===== src/rtl/hct_pkg.sv =====
// Types, codes and constant tables of the Hall commutation tracker.
// Has no dependencies; used by every module of the block.
package hct_pkg;

  localparam int MOTORS = 2;
  localparam int MOTOR_W = 1;
  localparam int POS_W = 32;
  localparam int TBL_W = 48;
  localparam int CFG_IDX_W = 2;
  localparam int QUEUE_AW = 1;
  localparam int QUEUE_DEPTH = 1 << QUEUE_AW;
  localparam int IN_DATA_W = 16;
  localparam int IN_USER_W = 3;
  localparam int OUT_DATA_W = 56;
  localparam int OUT_USER_W = 2;

  localparam logic [1:0] KIND_EDGE = 2'd0;
  localparam logic [1:0] KIND_FLAGS = 2'd1;
  localparam logic [1:0] KIND_RESYNC = 2'd2;

  localparam logic [CFG_IDX_W-1:0] CFG_M0_LOW = 2'd0;
  localparam logic [CFG_IDX_W-1:0] CFG_M0_HIGH = 2'd1;
  localparam logic [CFG_IDX_W-1:0] CFG_M1_LOW = 2'd2;
  localparam logic [CFG_IDX_W-1:0] CFG_M1_HIGH = 2'd3;

  localparam logic [1:0] FLAG_GLITCH = 2'b01;
  localparam logic [1:0] FLAG_TABLE = 2'b10;

  localparam logic [2:0] FWD_NEXT [8] = '{3'd0, 3'd5, 3'd3, 3'd1, 3'd6, 3'd4, 3'd2, 3'd0};
  localparam logic [2:0] REV_NEXT [8] = '{3'd0, 3'd3, 3'd6, 3'd2, 3'd5, 3'd1, 3'd4, 3'd0};

  typedef enum logic [1:0] {
    OP_EDGE,
    OP_FLAGS,
    OP_RESYNC,
    OP_NONE
  } hct_op_e;

  typedef struct packed {
    hct_op_e              op;
    logic [MOTOR_W-1:0]   motor;
    logic [2:0]           s1;
    logic [2:0]           s2;
    logic [2:0]           s3;
    logic                 stable;
    logic [1:0]           flags;
  } hct_cmd_t;

  typedef struct packed {
    logic [MOTOR_W-1:0] motor;
    logic               drive;
    logic [2:0]         hall;
    logic [5:0]         gate_low;
    logic [5:0]         gate_high;
    logic [POS_W-1:0]   position;
    logic [1:0]         errors;
  } hct_res_t;

endpackage


===== src/rtl/hct_front.sv =====
// Front end of the tracker: unpacks an input item and classifies its kind.
// Depends on hct_pkg; feeds hct_queue.
module hct_front import hct_pkg::*; (
  input  logic                 s_axis_tvalid_i,
  output logic                 s_axis_tready_o,
  // tuser: kind[1:0], motor[2]
  input  logic [IN_USER_W-1:0] s_axis_tuser_i,
  // tdata: first_sample[2:0], second_sample[5:3], third_sample[8:6], flag_value[10:9]
  input  logic [IN_DATA_W-1:0] s_axis_tdata_i,
  input  logic                 q_ready_i,
  output logic                 q_push_o,
  output hct_cmd_t             q_cmd_o
);

  hct_op_e op;

  always_comb begin
    unique case (s_axis_tuser_i[1:0])
      KIND_EDGE:   op = OP_EDGE;
      KIND_FLAGS:  op = OP_FLAGS;
      KIND_RESYNC: op = OP_RESYNC;
      default:     op = OP_NONE;
    endcase
  end

  always_comb begin
    q_cmd_o.op     = op;
    q_cmd_o.motor  = s_axis_tuser_i[2];
    q_cmd_o.s1     = s_axis_tdata_i[2:0];
    q_cmd_o.s2     = s_axis_tdata_i[5:3];
    q_cmd_o.s3     = s_axis_tdata_i[8:6];
    q_cmd_o.stable = s_axis_tdata_i[2:0] == s_axis_tdata_i[5:3];
    q_cmd_o.flags  = s_axis_tdata_i[10:9];
  end

  assign s_axis_tready_o = q_ready_i;
  assign q_push_o = s_axis_tvalid_i && q_ready_i;

endmodule


===== src/rtl/hct_queue.sv =====
// Short command queue between the front end and the execution stage.
// Depends on hct_pkg.
module hct_queue import hct_pkg::*; (
  input  logic     clk_i,
  input  logic     rst_ni,
  input  logic     push_i,
  input  hct_cmd_t cmd_i,
  output logic     ready_o,
  output logic     valid_o,
  input  logic     pop_i,
  output hct_cmd_t cmd_o
);

  hct_cmd_t mem_q [QUEUE_DEPTH];
  logic [QUEUE_AW-1:0] wr_ptr_q, wr_ptr_d, rd_ptr_q, rd_ptr_d;
  logic [QUEUE_AW:0] count_q, count_d;

  assign ready_o = count_q < QUEUE_AW'(0) + (QUEUE_AW+1)'(QUEUE_DEPTH);
  assign valid_o = count_q != '0;
  assign cmd_o = mem_q[rd_ptr_q];

  always_comb begin
    wr_ptr_d = push_i ? wr_ptr_q + 1'b1 : wr_ptr_q;
    rd_ptr_d = pop_i ? rd_ptr_q + 1'b1 : rd_ptr_q;
    count_d = count_q + (QUEUE_AW+1)'(push_i) - (QUEUE_AW+1)'(pop_i);
  end

  always_ff @(posedge clk_i or negedge rst_ni) begin
    if (!rst_ni) begin
      wr_ptr_q <= '0;
      rd_ptr_q <= '0;
      count_q <= '0;
    end else begin
      wr_ptr_q <= wr_ptr_d;
      rd_ptr_q <= rd_ptr_d;
      count_q <= count_d;
    end
  end

  always_ff @(posedge clk_i) begin
    if (push_i) begin
      mem_q[wr_ptr_q] <= cmd_i;
    end
  end

endmodule


===== src/rtl/hct_back.sv =====
// Execution stage: per-motor Hall state, position count, flags and gate masks,
// the commutation table registers and the output register. Depends on hct_pkg.
module hct_back import hct_pkg::*; (
  input  logic                  clk_i,
  input  logic                  rst_ni,
  input  logic                  cfg_we_i,
  input  logic [CFG_IDX_W-1:0]  cfg_idx_i,
  input  logic [TBL_W-1:0]      cfg_wdata_i,
  input  logic                  q_valid_i,
  input  hct_cmd_t              q_cmd_i,
  output logic                  q_pop_o,
  output logic                  out_valid_o,
  input  logic                  out_ready_i,
  output hct_res_t              out_res_o
);

  logic [TBL_W-1:0] tbl_q [MOTORS][2];
  logic [2:0] last_q [MOTORS];
  logic [2:0] cur_q [MOTORS];
  logic [POS_W-1:0] step_q [MOTORS];
  logic [1:0] err_q [MOTORS];
  logic [11:0] gate_q [MOTORS];
  logic out_valid_q;
  hct_res_t out_q, out_d;

  logic [MOTOR_W-1:0] m;
  logic [2:0] prev, fwd, rev, last_d, cur_d;
  logic [POS_W-1:0] step_d;
  logic [1:0] err_d;
  logic [11:0] gate_d, entry;
  logic [TBL_W-1:0] word;
  logic drive;

  assign m = q_cmd_i.motor;
  assign prev = last_q[m];
  assign fwd = FWD_NEXT[prev];
  assign rev = REV_NEXT[prev];
  assign word = tbl_q[m][q_cmd_i.s2[2]];

  always_comb begin
    case (q_cmd_i.s2[1:0])
      2'd0:    entry = word[11:0];
      2'd1:    entry = word[23:12];
      2'd2:    entry = word[35:24];
      default: entry = word[47:36];
    endcase
  end

  always_comb begin
    last_d = last_q[m];
    cur_d = cur_q[m];
    step_d = step_q[m];
    err_d = err_q[m];
    gate_d = gate_q[m];
    drive = 1'b0;
    unique case (q_cmd_i.op)
      OP_EDGE: begin
        if (q_cmd_i.s1 == fwd || q_cmd_i.s1 == rev) begin
          cur_d = q_cmd_i.s2;
          if (q_cmd_i.stable) begin
            gate_d = entry;
            drive = 1'b1;
            last_d = q_cmd_i.s2;
            if (q_cmd_i.s2 == fwd) begin
              step_d = step_q[m] + POS_W'(1);
            end else begin
              step_d = step_q[m] - POS_W'(1);
            end
          end else begin
            err_d = err_d | FLAG_GLITCH;
          end
        end else begin
          err_d = err_d | FLAG_TABLE;
        end
        if (q_cmd_i.s3 != cur_d) begin
          err_d = err_d | FLAG_GLITCH;
        end
      end
      OP_FLAGS:  err_d = q_cmd_i.flags;
      OP_RESYNC: last_d = q_cmd_i.s1;
      default:   ;
    endcase
  end

  always_comb begin
    out_d.motor = m;
    out_d.drive = drive;
    out_d.hall = cur_d;
    out_d.gate_low = gate_d[5:0];
    out_d.gate_high = gate_d[11:6];
    out_d.position = step_d;
    out_d.errors = err_d;
  end

  assign q_pop_o = q_valid_i && (!out_valid_q || out_ready_i);
  assign out_valid_o = out_valid_q;
  assign out_res_o = out_q;

  always_ff @(posedge clk_i or negedge rst_ni) begin
    if (!rst_ni) begin
      out_valid_q <= 1'b0;
      for (int i = 0; i < MOTORS; i++) begin
        last_q[i] <= '0;
        cur_q[i] <= '0;
        step_q[i] <= '0;
        err_q[i] <= '0;
        gate_q[i] <= '0;
        tbl_q[i][0] <= '0;
        tbl_q[i][1] <= '0;
      end
    end else begin
      if (q_pop_o) begin
        out_valid_q <= 1'b1;
        last_q[m] <= last_d;
        cur_q[m] <= cur_d;
        step_q[m] <= step_d;
        err_q[m] <= err_d;
        gate_q[m] <= gate_d;
      end else if (out_ready_i) begin
        out_valid_q <= 1'b0;
      end
      if (cfg_we_i) begin
        unique case (cfg_idx_i)
          CFG_M0_LOW:  tbl_q[0][0] <= cfg_wdata_i;
          CFG_M0_HIGH: tbl_q[0][1] <= cfg_wdata_i;
          CFG_M1_LOW:  tbl_q[1][0] <= cfg_wdata_i;
          CFG_M1_HIGH: tbl_q[1][1] <= cfg_wdata_i;
          default:     ;
        endcase
      end
    end
  end

  always_ff @(posedge clk_i) begin
    if (q_pop_o) begin
      out_q <= out_d;
    end
  end

endmodule


===== src/rtl/hall_commutation_tracker.sv =====
// Top level of the two-motor six-step Hall commutation tracker.
// Depends on hct_pkg, hct_front, hct_queue and hct_back.
//
// Items enter on the s_axis channel: tuser carries the kind and the motor,
// tdata the three Hall reads and the flag value. Kind 0 is a Hall edge that
// checks the reads against the last valid state, loads gate masks from the
// motor's commutation table and steps the position count; kind 1 overwrites
// the sticky error flags; kind 2 resyncs the last valid state; kind 3 only
// reports. Every item gives exactly one result on the m_axis channel, in order.
// The user writes the commutation tables through cfg_we_i, cfg_idx_i and
// cfg_wdata_i only while no item is in flight; the block does not enforce it.
// An accepted item passes through the queue and the output register before
// it is offered as a result. One item per cycle is sustained while the
// receiver takes every result; the state update in the execution stage
// sets that rate.
// Reset clears all motor state, the tables and both channels' control.
// When the receiver stalls, the result holds in the output register and a
// two-entry queue keeps taking items until it fills, then s_axis_tready_o
// drops.
module hall_commutation_tracker import hct_pkg::*; (
  input  logic                  clk_i,
  input  logic                  rst_ni,
  input  logic                  cfg_we_i,
  input  logic [CFG_IDX_W-1:0]  cfg_idx_i,
  input  logic [TBL_W-1:0]      cfg_wdata_i,
  input  logic                  s_axis_tvalid_i,
  output logic                  s_axis_tready_o,
  // tuser: kind[1:0], motor[2]
  input  logic [IN_USER_W-1:0]  s_axis_tuser_i,
  // tdata: first_sample[2:0], second_sample[5:3], third_sample[8:6], flag_value[10:9]
  input  logic [IN_DATA_W-1:0]  s_axis_tdata_i,
  output logic                  m_axis_tvalid_o,
  input  logic                  m_axis_tready_i,
  // tuser: out_motor[0], drive_update[1]
  output logic [OUT_USER_W-1:0] m_axis_tuser_o,
  // tdata: hall_state[2:0], gate_low_mask[8:3], gate_high_mask[14:9],
  // position[46:15], error_flags[48:47]
  output logic [OUT_DATA_W-1:0] m_axis_tdata_o
);

  logic q_push, q_ready, q_valid, q_pop;
  hct_cmd_t push_cmd, head_cmd;
  hct_res_t res;

  hct_front u_front (
    .s_axis_tvalid_i (s_axis_tvalid_i),
    .s_axis_tready_o (s_axis_tready_o),
    .s_axis_tuser_i  (s_axis_tuser_i),
    .s_axis_tdata_i  (s_axis_tdata_i),
    .q_ready_i       (q_ready),
    .q_push_o        (q_push),
    .q_cmd_o         (push_cmd)
  );

  hct_queue u_queue (
    .clk_i   (clk_i),
    .rst_ni  (rst_ni),
    .push_i  (q_push),
    .cmd_i   (push_cmd),
    .ready_o (q_ready),
    .valid_o (q_valid),
    .pop_i   (q_pop),
    .cmd_o   (head_cmd)
  );

  hct_back u_back (
    .clk_i       (clk_i),
    .rst_ni      (rst_ni),
    .cfg_we_i    (cfg_we_i),
    .cfg_idx_i   (cfg_idx_i),
    .cfg_wdata_i (cfg_wdata_i),
    .q_valid_i   (q_valid),
    .q_cmd_i     (head_cmd),
    .q_pop_o     (q_pop),
    .out_valid_o (m_axis_tvalid_o),
    .out_ready_i (m_axis_tready_i),
    .out_res_o   (res)
  );

  assign m_axis_tuser_o = {res.drive, res.motor};
  assign m_axis_tdata_o = {7'd0, res.errors, res.position, res.gate_high, res.gate_low,
                           res.hall};

endmodule


===== config.mk =====
export PLATFORM = sky130hd
export DESIGN_NAME = hall_commutation_tracker
export DESIGN_NICKNAME = d
export VERILOG_FILES = /design/src/rtl/hct_pkg.sv /design/src/rtl/hct_front.sv /design/src/rtl/hct_queue.sv /design/src/rtl/hct_back.sv /design/src/rtl/hall_commutation_tracker.sv
export SDC_FILE = /design/constraint.sdc
export NUM_CORES = 1
export LEC_CHECK = 0
export ABC_CLOCK_PERIOD_IN_PS = 6100
export BUFFER_PORTS_ARGS = -buffer_cell sky130_fd_sc_hd__buf_4
export CORE_MARGIN = 3
export CORE_UTILIZATION = 55
export DETAILED_ROUTE_END_ITERATION = 6
export PLACE_DENSITY = 0.77
export SKIP_CTS_REPAIR_TIMING = 1
export SLEW_MARGIN = 20
export SYNTH_ARGS = -nofsm -noshare
export SYNTH_HDL_FRONTEND = slang
export SYNTH_HIERARCHICAL = 1
export SYNTH_SLANG_ARGS = --single-unit

===== constraint.sdc =====
create_clock -name clk_i -period 6.1 [get_ports clk_i]
set_input_delay 0.305 -clock clk_i [delete_from_list [all_inputs] [get_ports clk_i]]
set_output_delay 0.305 -clock clk_i [all_outputs]
set_load 0.05 [all_outputs]

Word level (Yosys, flattened, before mapping)
Memory sizes are Yosys's and may differ from the RTL's.
Cells that the tools add are included.

storage, ports and cells
  register bits = 352
  bits in writable memories = 30
  ROM bits = 48
  input port bits = 74
  output and inout port bits = 60
  logic and storage cells = 135
  memories = 3

operators by class
  $add $sub $neg = 6
  $lt $le $gt $ge = 5
  eq/ne operators = 14
  muxes and demuxes = 62
  bitwise logic cells = 3
  reductions and logical operators = 17

memory list
  memory            words  width  read ports  clocked after memory_dff  write ports  RTL line         RTL
  u_queue.mem_q     2      15     1           0                         1            hct_queue.sv:14  hct_cmd_t mem_q [QUEUE_DEPTH];
  (name not given)  8      3      1           0                         0            hct_back.sv:37   assign rev = REV_NEXT[prev];
  (name not given)  8      3      1           0                         0            hct_back.sv:36   assign fwd = FWD_NEXT[prev];

operator list
  operator                 count
  $mux W96                 3
  $mux W32                 8
  $mux W48                 3
  $mux W12                 7
  $bwmux W64               1
  $mux W3                  16
  $pmux W12 S3             1
  $add A32 B1 Y32 const B  1
  $demux W32 S1            1
  $sub A32 B1 Y32 const B  1
  $bwmux W24               1
  $bwmux W6                2
  $demux W12 S1            1
  $eq A3 B3 Y1             4
  $eq A2 B2 Y1 const B     5
  $mux W2                  5
  $reduce_and A2 Y1        5
  $eq A2 B1 Y1 const B     4
  $logic_not A2 Y1         4
  $mux W1                  7
  $pmux W2 S3              1
  $pmux W3 S2              1
  $bwmux W4                1
  $ge A2 B2 Y1 const B     2
  16 further kinds         22

Depth between registers and ports, before layout
An unclocked memory read counts as a cell.

  word-level depth = 17
  depth in mapped cells = 26
  depth with buffers taken out = 17

Cells and area by module
Netlist, hierarchy kept.

modules (own cells, without submodules)
  module                    times used  cells each  area an instance (sq um)  seq. area each (sq um)
  hct_back                  1           1398        17441.7                   8963.6
  hct_queue                 1           62          1331.3                    1001.0
  hct_front                 1           20          147.6                     0.0
  hall_commutation_tracker  1           8           56.3                      0.0

Worst setup path after synthesis
No wires, ideal clock.

  path kind = reg2reg
  start = reg u_queue.rd_ptr_q
  end = reg u_back.out_q (netlist bit u_back/out_res_o[28]) (data pin)
  setup time = 0.266 ns
  data arrival time = 5.533 ns
  required time = 5.834 ns
  setup slack = 0.301 ns
  cell stages (with the launch flop) = 27
  path buffers = 9
  period minus slack after synthesis = 5.799 ns
  cells stage by stage = dfrtp_1 -> buf_6 -> buf_12 -> mux2_4 -> buf_6 -> mux2i_4 -> mux2i_1 -> or3_4 -> nand3_2 -> inv_2 -> buf_6 -> clkbuf_1 -> buf_1 -> buf_1 -> xnor2_1 -> ha_1 -> clkbuf_1 -> nand3_1 -> nor4_1 -> mux2i_1 -> a211oi_1 -> o41ai_2 -> or2_1 -> buf_2 -> or4_1 -> nand3_1 -> xnor2_1

RTL lines
  element                 RTL line         RTL
  from (decl)             hct_queue.sv:15  logic [QUEUE_AW-1:0] wr_ptr_q, wr_ptr_d, rd_ptr_q, rd_ptr_d;
  from (signal assigned)  hct_queue.sv:35  rd_ptr_q <= rd_ptr_d;
  to (signal assigned)    hct_back.sv:136  out_q <= out_d;
  to (decl)               hct_back.sv:24   hct_res_t out_q, out_d;

==> impl_metrics.env <==
export IMPL_outcome="complete, no violations"
export IMPL_clockRootBuffer="clkbuf_16"
export IMPL_place_inst=1974
export IMPL_clockBufferDepth=3
export IMPL_dp_hpwl_mm=26.5
export IMPL_fin_cells=2080
export IMPL_die_y_um=192
export IMPL_first_pass_iters=5
export IMPL_finalSetupTns_ns=0
export IMPL_fill_cells=2454
export IMPL_coreArea_mm2=0.0338
export IMPL_layout_setup_ws_ns=0.779
export IMPL_syn_inst=1488
export IMPL_drc=0
export IMPL_clk_pin_slew_ns=0.06
export IMPL_final_common_cell="dfrtp_1"
export IMPL_antenna_cells=0
export IMPL_htree_num_levels=2
export IMPL_rsz0062_at_grt="no"
export IMPL_ios=134
export IMPL_period_minus_slack_ns=5.32
export IMPL_yosys_warnings=6
export IMPL_fin_worst_skew_ns=0.0183
export IMPL_synth_area_per_cell_um2=12.8
export IMPL_numCtsBuffers=41
export IMPL_hold_violations=0
export IMPL_leakagePower_nw=9.56
export IMPL_place_congestion=0.871
export IMPL_vias=12256
export IMPL_async_flop_share=0.788
export IMPL_io_buffer_count=121
export IMPL_synth_area_mm2=0.0190
export IMPL_clock_fmax_ghz=0.188
export IMPL_finalMaxSlewViolations=0
export IMPL_ys_seq_area_frac=0.525
export IMPL_worst_pin_slew_ns=0.835
export IMPL_setup_viol=0
export IMPL_start_util=0.562
export IMPL_synth_edf_count=81
export IMPL_viasPerCell=5.89
export IMPL_critPathArrivalTime_ns=5.60
export IMPL_routedWlPerCell_um=20.1
export IMPL_drive_gt1_frac=0.343
export IMPL_final_core_util=0.651
export IMPL_critPathCaptureType="register"
export IMPL_cp_required_ns=6.38
export IMPL_die_w_um=192
export IMPL_grt_total_usage=0.231
export IMPL_ys_seq_elements=382
export IMPL_power_density_mw_per_mm2=577
export IMPL_grt_max_degree=197
export IMPL_grt_pass1_wl_mm=67.6
export IMPL_vdd_drop_max_uv=312
export IMPL_final_seq_area_mm2=0.00996
export IMPL_ant_nets=0
export IMPL_crit_fanout=60
export IMPL_wl_mm=41.9
export IMPL_total_power_mw=12.7
export IMPL_nNetsFinal=1691
export IMPL_syn_to_final_growth_pct=15.9
export IMPL_maxCapViolCount=0
export IMPL_overflow=0
export IMPL_cts_tree="built"
export IMPL_most_common_layout_cells="dfrtp_1, mux2_2, nand2_1"
export IMPL_slew_headroom=0.443
export IMPL_path_class="reg -> reg"
export IMPL_clkSinkCount=382
export IMPL_drt_iter0_drc=780
export IMPL_grt_pass1_vias=12688
export IMPL_post_route_period_util=0.872
export IMPL_die_area_mm2=0.0368
export IMPL_antenna_found_initial=0
export IMPL_ys_types=79
export IMPL_multi_input_area_mm2=0.00843
export IMPL_worstSetupStartpointType="register"
export IMPL_clock_latency_ns=0.56
export IMPL_min_path_type="in -> reg"
export IMPL_rows=67
export IMPL_pre_cts_slack_ns=0.877
export IMPL_synthFlopType="dfrtp_1"
## state kept, by name, indices dropped and copies added, names as in the netlist
| signal | count |
|---|---|
| u_back/out_res_o | 51 |
| u_back/gate_q | 24 |
| u_back/step_q | 64 |
| u_queue/rd_ptr_q | 1 |
| u_back/err_q | 4 |
| u_queue/wr_ptr_q | 1 |
| u_back/cur_q | 6 |
| u_queue/count_q | 2 |
| u_queue/mem_q | 30 |
| u_back/out_valid_o | 1 |
| u_back/last_q | 6 |
| u_back/tbl_q | 192 |
## stage by stage
| stage | hold WS [ns] | area, µm² |
|---|---|---|
| floorplan | 0.00941 | 19000 |
| global placement | 0.410 | 20100 |
| finish | 0.00535 | 22000 |
| detailed placement | 0.432 | 20100 |
| global route | 0.000544 | 22000 |
| CTS | -0.148 | 21700 |
## cells in the mapped netlist, types with 7 or more instances
cell type	n	share of area
nor2_1	47	0.0093
clkbuf_1	49	0.0097
buf_2	15	0.0040
nor3_1	23	0.0061
a21oi_1	34	0.0090
xor2_1	26	0.012
a21o_1	11	0.0044
o21ai_0	60	0.016
dfrtp_1	301	0.40
mux2_4	10	0.0079
ha_1	18	0.012
nand2_1	192	0.038
mux4_2	60	0.071
xnor2_1	39	0.018
mux2_2	254	0.15
and2_1	8	0.0026
nand3_1	18	0.0047
mux2i_1	45	0.024
edfxtp_1	81	0.13
inv_1	22	0.0044
buf_1	17	0.0034
a31oi_1	7	0.0023
buf_4	21	0.0083
## where the power goes
part | internal, mW | total (mW) | switching, mW | leakage [nW]
Combinational | 2.47 | 6.11 | 3.64 | 4.28
Clock | 1.74 | 2.79 | 1.06 | 0.761
Sequential | 3.42 | 3.79 | 0.367 | 4.52
Total | 7.63 | 12.7 | 5.06 | 9.56
## worst max-delay path, cell delays in order (launching register included)
cell      delay, ns
dfrtp_1        0.41
mux2_8         0.61
mux2i_4        0.42
mux2i_1        0.29
or3_4          0.18
nand3_2        0.08
inv_2          0.36
ha_1           0.36
a21o_1         0.19
nand2_1        0.07
o31ai_1        0.09
a311oi_2       0.30
a211oi_1       0.17
o41ai_2        0.63
o21ai_0        0.28
a31oi_1        0.26
xor2_1         0.24
a21oi_1        0.11
## metal layers
metal,global-route usage,vias to the layer above,share of wire
met3,0.0418,105,0.051
met1,0.294,6218,0.41
met5,0,-,0
met4,0.0937,0,0.036
li1,-,5603,-
met2,0.393,330,0.50
## path summary, 6_finish.rpt
check / slack [ns] / to / cells past startpoint / start
max: 0.78 / u_back/out_res_o[26] / 17 / u_queue/rd_ptr_q
min: 0.005 / u_back/tbl_q[161] / 2 / cfg_wdata_i[17]
max reg2reg: 0.78 / u_back/out_res_o[26] / 17 / u_queue/rd_ptr_q
min reg2reg: 0.47 / u_back/step_q[60] / 1 / u_back/step_q[60]
max in group asynchronous: 4.12 / u_back/tbl_q[78] / 4 / rst_ni
min in group asynchronous: 0.42 / u_queue/rd_ptr_q / 2 / rst_ni
## cells by family (layout without fill, tap and decap cells)
logic type | after synthesis | in the layout | share of synthesized area
other | 1 | 7 | 0.000198
adders and majority gates | 20 | 20 | 0.0129
xor gates and xnor gates | 66 | 66 | 0.0313
muxes | 373 | 373 | 0.257
DFF | 382 | 382 | 0.525
and+or+nand+nor | 342 | 342 | 0.0818
AOI/OAI and AO/OA | 173 | 173 | 0.0582
buffers and inverters | 131 | 269 | 0.0335
## cell type report
type                            count  area share
Clock buffer                       52      0.0542
Clock inverter                     24      0.0167
Inverter                           24     0.00410
Multi-Input combinational cell    981       0.384
Sequential cell                   382       0.453
Tap cell                          448      0.0255
Timing Repair Buffer              169      0.0628
Power figures use the tool's default switching activity.
